### src/capture_ring_buffer_macros.svh
// Assertion macros for the capture ring buffer.
`ifndef CAPTURE_RING_BUFFER_MACROS_SVH
`define CAPTURE_RING_BUFFER_MACROS_SVH
`ifndef ASSERT_OFF
`define CRB_ASSERT(name, prop, msg) \
  name: assert property (@(posedge clk) disable iff (!rst_n) (prop)) else $error(msg);
`define CRB_ASSERT_RST(name, prop, msg) \
  name: assert property (@(posedge clk) (prop)) else $error(msg);
`else
`define CRB_ASSERT(name, prop, msg)
`define CRB_ASSERT_RST(name, prop, msg)
`endif
`endif

### src/crb_pkg.sv
`default_nettype none
package crb_pkg;

  localparam logic [3:0] OP_COMMIT   = 4'd0;
  localparam logic [3:0] OP_READ_POS = 4'd1;
  localparam logic [3:0] OP_READ_SEQ = 4'd2;
  localparam logic [3:0] OP_CLEAR    = 4'd3;
  localparam logic [3:0] OP_ADD      = 4'd4;
  localparam logic [3:0] OP_ANNOUNCE = 4'd5;
  localparam logic [3:0] OP_WITHDRAW = 4'd6;
  localparam logic [3:0] OP_ATTACH   = 4'd7;
  localparam logic [3:0] OP_PUBLISH  = 4'd8;

  localparam logic [1:0] ST_OK   = 2'd0;
  localparam logic [1:0] ST_MISS = 2'd1;
  localparam logic [1:0] ST_FULL = 2'd2;

  localparam logic REG_CAP  = 1'b0;
  localparam logic REG_SNAP = 1'b1;

  localparam logic [10:0] CAP_RESET  = 11'd1024;
  localparam logic [15:0] SNAP_RESET = 16'hFFFF;

  typedef enum logic [12:0] {
    S_CLEAR = 13'b0000000000001,
    S_IDLE  = 13'b0000000000010,
    S_SUM1  = 13'b0000000000100,
    S_SUM2  = 13'b0000000001000,
    S_SUM3  = 13'b0000000010000,
    S_ADDR  = 13'b0000000100000,
    S_DIVGO = 13'b0000001000000,
    S_DIV   = 13'b0000010000000,
    S_RD    = 13'b0000100000000,
    S_CHK   = 13'b0001000000000,
    S_EXEC  = 13'b0010000000000,
    S_MAYW  = 13'b0100000000000,
    S_OUT   = 13'b1000000000000
  } crb_state_t;

  typedef struct packed {
    logic latch;
    logic sum1;
    logic sum2;
    logic sum3;
    logic addr;
    logic div_go;
    logic rd;
    logic chk;
    logic exec;
    logic mayw;
    logic out_load;
    logic clr;
  } crb_cmd_t;

  typedef struct packed {
    logic       div_done;
    logic       clr_last;
    logic [3:0] op;
  } crb_sts_t;

  typedef struct packed {
    logic        valid;
    logic [63:0] tag;
    logic [15:0] len;
    logic [31:0] info;
  } crb_entry_t;

endpackage
`default_nettype wire

### src/crb_ctrl.sv
`default_nettype none
`include "capture_ring_buffer_macros.svh"
module crb_ctrl
  import crb_pkg::*;
(
  input  wire logic     clk,
  input  wire logic     rst_n,
  input  wire logic     in_valid,
  output logic          in_stall,
  output logic          out_valid,
  input  wire logic     out_stall,
  output crb_cmd_t      cmd,
  input  wire crb_sts_t sts
);

  crb_state_t state_r, state_nxt;
  logic       post_r, post_nxt;
  logic       out_valid_r, out_valid_nxt;
  logic       mem_op;

  assign mem_op = (sts.op == OP_COMMIT) || (sts.op == OP_READ_POS) ||
                  (sts.op == OP_READ_SEQ);

  always_comb begin
    state_nxt = state_r;
    post_nxt  = post_r;
    cmd       = '0;
    unique case (state_r)
      S_CLEAR: begin
        cmd.clr = 1'b1;
        if (sts.clr_last) state_nxt = S_IDLE;
      end
      S_IDLE: begin
        if (in_valid) begin
          cmd.latch = 1'b1;
          post_nxt  = 1'b0;
          state_nxt = S_SUM1;
        end
      end
      S_SUM1: begin
        cmd.sum1  = 1'b1;
        state_nxt = S_SUM2;
      end
      S_SUM2: begin
        cmd.sum2  = 1'b1;
        state_nxt = S_SUM3;
      end
      S_SUM3: begin
        cmd.sum3 = 1'b1;
        if (post_r) state_nxt = S_MAYW;
        else if (mem_op) state_nxt = S_ADDR;
        else state_nxt = S_EXEC;
      end
      S_ADDR: begin
        cmd.addr  = 1'b1;
        state_nxt = S_DIVGO;
      end
      S_DIVGO: begin
        cmd.div_go = 1'b1;
        state_nxt  = S_DIV;
      end
      S_DIV: begin
        if (sts.div_done) begin
          if (sts.op == OP_COMMIT) state_nxt = S_EXEC;
          else state_nxt = S_RD;
        end
      end
      S_RD: begin
        cmd.rd    = 1'b1;
        state_nxt = S_CHK;
      end
      S_CHK: begin
        cmd.chk   = 1'b1;
        post_nxt  = 1'b1;
        state_nxt = S_SUM1;
      end
      S_EXEC: begin
        cmd.exec  = 1'b1;
        post_nxt  = 1'b1;
        state_nxt = S_SUM1;
      end
      S_MAYW: begin
        cmd.mayw  = 1'b1;
        state_nxt = S_OUT;
      end
      S_OUT: begin
        if (!out_valid_r || !out_stall) begin
          cmd.out_load = 1'b1;
          state_nxt    = S_IDLE;
        end
      end
      default: state_nxt = S_IDLE;
    endcase
  end

  always_comb begin
    if (cmd.out_load) out_valid_nxt = 1'b1;
    else if (!out_stall) out_valid_nxt = 1'b0;
    else out_valid_nxt = out_valid_r;
  end

  always_ff @(posedge clk) begin
    if (!rst_n) begin
      state_r     <= S_CLEAR;
      post_r      <= 1'b0;
      out_valid_r <= 1'b0;
    end else begin
      state_r     <= state_nxt;
      post_r      <= post_nxt;
      out_valid_r <= out_valid_nxt;
    end
  end

  assign in_stall  = (state_r != S_IDLE);
  assign out_valid = out_valid_r;

  `CRB_ASSERT(a_done_in_wait, sts.div_done |-> (state_r == S_DIV), "divider done outside wait")
  `CRB_ASSERT(a_result_from_out, $rose(out_valid_r) |-> $past(state_r == S_OUT), "stray result")
  `CRB_ASSERT_RST(a_reset_sweep, !rst_n |=> in_stall, "input taken during memory sweep")

endmodule
`default_nettype wire

### config.mk
export PLATFORM = sky130hd
export DESIGN_NAME = crb_ctrl
export DESIGN_NICKNAME = d
export VERILOG_FILES = /design/src/crb_pkg.sv /design/src/crb_ctrl.sv
export VERILOG_INCLUDE_DIRS = /design/src /design/src/src
export SDC_FILE = /design/constraint.sdc
export NUM_CORES = 1
export LEC_CHECK = 0
export BUFFER_PORTS_ARGS = -buffer_cell sky130_fd_sc_hd__buf_2
export CAP_MARGIN = 20
export CORE_ASPECT_RATIO = 0.9
export CORE_UTILIZATION = 46
export CTS_CLUSTER_SIZE = 24
export DETAILED_ROUTE_END_ITERATION = 16
export PLACE_DENSITY_LB_ADDON = 0.05
export SYNTH_ARGS = -nofsm -noshare
export SYNTH_HDL_FRONTEND = slang
export SYNTH_SLANG_ARGS = --single-unit
### constraint.sdc
create_clock -name clk -period 1.7 [get_ports clk]
set_input_delay 0.17 -clock clk [delete_from_list [all_inputs] [get_ports clk]]
set_output_delay 0.17 -clock clk [all_outputs]
set_load 0.05 [all_outputs]
==> results of run 1 <==
## through the flow
stage | setup WS (ns) | utilization [%] | instances | cell area, um2 | setup TNS, ns
after floorplan | -0.294 | - | 107 | 1010 | -2.55
after global placement | -0.230 | 76.0 | 178 | 1340 | -2.34
after detailed placement | -0.277 | 76.0 | 178 | 1340 | -3.40
after CTS | -0.498 | 96.3 | 195 | 1700 | -5.96
## Yosys cell counts, types with 2 or more instances
master | n | area (um2)
nor2_1 | 15 | 56.3
nand2_1 | 6 | 22.5
buf_4 | 2 | 15.0
nor4_4 | 2 | 42.5
nor4b_1 | 2 | 17.5
and4bb_2 | 2 | 25.0
nand4_1 | 2 | 12.5
inv_1 | 3 | 11.3
or4_4 | 2 | 22.5
nor3_1 | 4 | 20.0
nand2b_1 | 4 | 25.0
nor3b_1 | 5 | 37.5
nor4_1 | 5 | 31.3
xor2_1 | 2 | 17.5
o21ai_0 | 3 | 15.0
o211ai_1 | 2 | 15.0
a21oi_1 | 5 | 25.0
and3_1 | 3 | 18.8
or3_1 | 2 | 12.5
nand4b_1 | 2 | 17.5
dfxtp_1 | 15 | 300
## repair_timing
action	4_1_cts
resized for setup	57
endpoints found under the setup margin	26
pin swaps	17
hold endpoints to repair	0
setup buffers	14
## cells by family after synthesis
kind of cell	Yosys count	share of synthesized area, %
simple gates	66	48.7
compound gates	16	11.3
buf+inv	7	4.49
flops	15	32.7
xor+xnor	3	2.86
==> flow_summary.yaml, run 1 <==
yosys:
  ys.flop_type: "dfxtp_1"
  netlist_instances: 107
  synth_edf_count: 0
  avgSynthCellArea_um2: 8.59
  synth-seq-cells: 15
  syn_nets: 117
  seq_area_frac_synth_pct: 32.7
  syn-cell-area_um2: 920
  ys_async_sr_fraction_pct: 0
  yosysWarnings: 0
  synth_cell_types: 40
cts:
  cts_buffers: 3
  root_buffer: "clkbuf_4"
  cts_hold_buffers: 0
  clock_path_buffers: 2
  htree_levels: 1
  cts_sinks: 15
placed_design:
  gp_congestion: 0.874
  portBuffers: 23
  place_hpwl_um: 2400
run_status:
  tool.error: "[ERROR DPL-0038] Utilization greater than 100%, impossible to legalize"
  stop_stage: "5_1_grt"
  outcome: "stopped before the end"
die:
  die_w_um: 49.1
  die_h_um: 44.4
  num_io_pins: 24
  start_util_pct: 52.0
  fp-row-count: 14
timing:
  worst-ep-kind: "primary output"
  postGrtWorstEndpoint: "cmd[4]"
grt:
  grt_start_max_net_pins: 9
==> run 2: changes to the inputs <==
--- a/config.mk
+++ b/config.mk
@@ -8,11 +8,10 @@
 export LEC_CHECK = 0
 export BUFFER_PORTS_ARGS = -buffer_cell sky130_fd_sc_hd__buf_2
 export CAP_MARGIN = 20
-export CORE_ASPECT_RATIO = 0.9
-export CORE_UTILIZATION = 46
-export CTS_CLUSTER_SIZE = 24
+export CORE_AREA = 2 2 63 65
 export DETAILED_ROUTE_END_ITERATION = 16
-export PLACE_DENSITY_LB_ADDON = 0.05
+export DIE_AREA = 0 0 65 67
+export PLACE_DENSITY_LB_ADDON = 0.15
 export SYNTH_ARGS = -nofsm -noshare
 export SYNTH_HDL_FRONTEND = slang
 export SYNTH_SLANG_ARGS = --single-unit
==> constraint.sdc (replaced) <==
create_clock -name clk -period 2.2 [get_ports clk]
set_input_delay 0.22 -clock clk [delete_from_list [all_inputs] [get_ports clk]]
set_output_delay 0.22 -clock clk [all_outputs]
set_load 0.05 [all_outputs]
==> flow_summary.yaml, run 2 <==
run_status:
  outcome: "finished, final reports clean"
worst_setup_path:
  path_max_fanout: 4
  crit_chain: "or4_4 -> or3_4 -> nor3b_4 -> buf_6"
  path_delay_family: "simple AND/OR/NAND/NOR gates"
  arrival_ns: 1.96
  slowest_delay_ns: 0.57
  crit_slowest_cell: "or4_4"
  critical_path_class: "reg2out"
  cp-end-kind: "output port"
  worstSetupStartpointType: "flop"
  path_buf_inv: 1
  cp.required_ns: 1.98
route:
  drc: 0
  drtIter0Drc: 46
  dr.pass1.iters: 4
  wl_um: 2640
  via_per_inst: 4.83
  wl_per_cell_um: 13.6
  vias: 942
  drtAntennaViolNets: 0
placed_design:
  portBuffers: 23
  place_area_um2: 1210
  place_ws_ns: 0.0914
  gp_congestion: 0.813
  place_hpwl_um: 2180
  placed_cells: 190
yosys:
  synthXorXnorAreaFrac_pct: 2.86
  synth_top_area_share_pct: 32.7
  yosysWarnings: 0
  synth_common_cells: "15 x dfxtp_1, 15 x nor2_1, 6 x nand2_1"
  syn_nets: 117
  avgSynthCellArea_um2: 8.59
  synth-simple-area-share_pct: 48.7
  synth_cell_types: 40
  synthMuxAreaShare_pct: 0
  syn-cell-area_um2: 920
  ys_async_sr_fraction_pct: 0
  synth_edf_count: 0
  synth_compound_area_share_pct: 11.3
  synthTopCellsByArea: "dfxtp_1 33%, nor2_1 6.1%, nor4_4 4.6%"
  seq_area_frac_synth_pct: 32.7
  synth_top_area_cell: "dfxtp_1"
  ys.flop_type: "dfxtp_1"
  synth_top_family_by_area: "simple AND/OR/NAND/NOR gates"
  netlist_instances: 107
  synth-seq-cells: 15
  synthAdderAreaFrac_pct: 0
timing:
  slew_violations: 0
  setup_slack_ns: 0.0184
  timing.fmax_ghz: 0.458
  setup_tns_ns: 0
  finalHoldWorstSlack_ns: 0.189
  worst_clock_skew_ns: 0.00193
  rsz0062_at_grt: "true"
  post-route-period-util_pct: 99.2
  min_period_ns: 2.18
  worst_pin_slew_ns: 0.461
  setup_viol: 0
  max_slew_margin_pct: 69.0
  hold_viol: 0
grt:
  antenna_found_initial: 0
  globalRouteMet2Util_pct: 21.8
  overflow: 0
  grt_start_max_net_pins: 10
  grt_first_pass_wirelength_um: 4420
  grt_usage_pct: 13.8
  grt_pass1_vias: 903
  use_met1_pct: 17.0
  use_met3_pct: 4.22
  busiest_layer: "met2"
finish:
  largest_register: "state_r"
  nFillCells: 386
  largest_register_ff_count: 13
  stdcell_area_um2: 1310
  mostFrequentLayoutCells: "21 x buf_4, 15 x nor2_1, 15 x buf_2, 15 x dfxtp_1, 6 x nand2_1"
  fin_nets: 158
  drive_gt1_share_pct: 41.5
  diodes: 0
  layout_commonest_cell: "buf_4"
  final_cell_count_no_fill: 195
  area_delta_synth_final_pct: 42.0
cts:
  htree_levels: 1
  clkSlewWorstSetupHoldPaths_ns: 0.06
  insertion_delay_ns: 0.25
  cts_buffers: 3
  clock_path_buffers: 2
  cts_hold_buffers: 0
  cts_tree: "built"
  cts_sinks: 15
  root_buffer: "clkbuf_8"
power_and_ir_drop:
  power.internal_uw: 461
  p_sw_share_pct: 29.0
  max-vdd-ir-drop_v: 0.000243
  seqPwrFrac_pct: 43.2
  power_density_nw_per_um2: 497
  leakagePower_uw: 0.000559
  pwr-share-comb_pct: 22.4
  power_switching_uw: 188
  clkPwrFrac_pct: 34.4
die:
  core_area_um2: 3610
  fp.dieArea_um2: 4360
  die_h_um: 67
  start_util_pct: 25.5
  fp-row-count: 22
  die_w_um: 65
  num_io_pins: 24
job:
  max_cap_viol_count: 0
worst_hold_path:
  hp-class: "in2reg"
-- run 2: cell counts after synthesis --
No cell type changed its count.
-- run 2: worst paths after layout --
path	start	end	slack, ns	cells after the start
max	state_r[4]	cmd[3]	0.02	4
min	sts[4]	state_r[0]	0.19	2
max reg2reg	state_r[0]	state_r[8]	0.34	6
min reg2reg	post_r	post_r	0.51	2
-- run 2: cells by family (layout without fill, tap and decap cells) --
logic type / count (synthesis) / after routing
simple gates: 66 / 66
compound gates: 16 / 16
flops: 15 / 15
buf+inv: 7 / 47
xor+xnor: 3 / 3
-- run 2: timing repair --
action / in CTS / in global routing
gates resized for setup: 9 / 7
endpoints found under the hold margin: 0 / 0
setup buffers: 1 / 0
setup endpoints to repair: 6 / 8
pin swaps: 1 / 2
-- run 2: through the flow --
stage / util [%] / power, uW
2_1_floorplan: - / 376
3_3_place_gp: 33.5 / 427
3_5_place_dp: 33.5 / 427
4_1_cts: 35.7 / 656
5_1_grt: 36.2 / 687
6_report: 36.2 / 650
-- run 2: power groups by stage --
stage          sequential, uW  clock (uW)  combinational (uW)
3_5_place_dp              286           0                 141
3_3_place_gp              287           0                 140
5_1_grt                   281         250                 157
2_1_floorplan             290           0                86.4
6_report                  280         224                 146
4_1_cts                   280         231                 145
-- run 2: per-layer routing --
| layer | part of all wire (%) | vias up |
|---|---|---|
| li1 | - | 478 |
| met1 | 46 | 433 |
| met2 | 47 | 27 |
| met3 | 5.3 | 4 |
| met4 | 1.8 | 0 |
| met5 | 0 | - |
-- run 2: cell type report --
class | count | area [um2] | share of cell area [%]
well taps | 48 | 60.1 | 4.60
flip-flops and latches | 15 | 300 | 23.0
multi-input cells | 85 | 618 | 47.3
clock inverters | 1 | 5.00 | 0.383
inverters | 4 | 15.0 | 1.15
repair buffers | 39 | 267 | 20.4
clock buffers | 3 | 41.3 | 3.16
No activity file was read; power rests on OpenSTA's default activity.
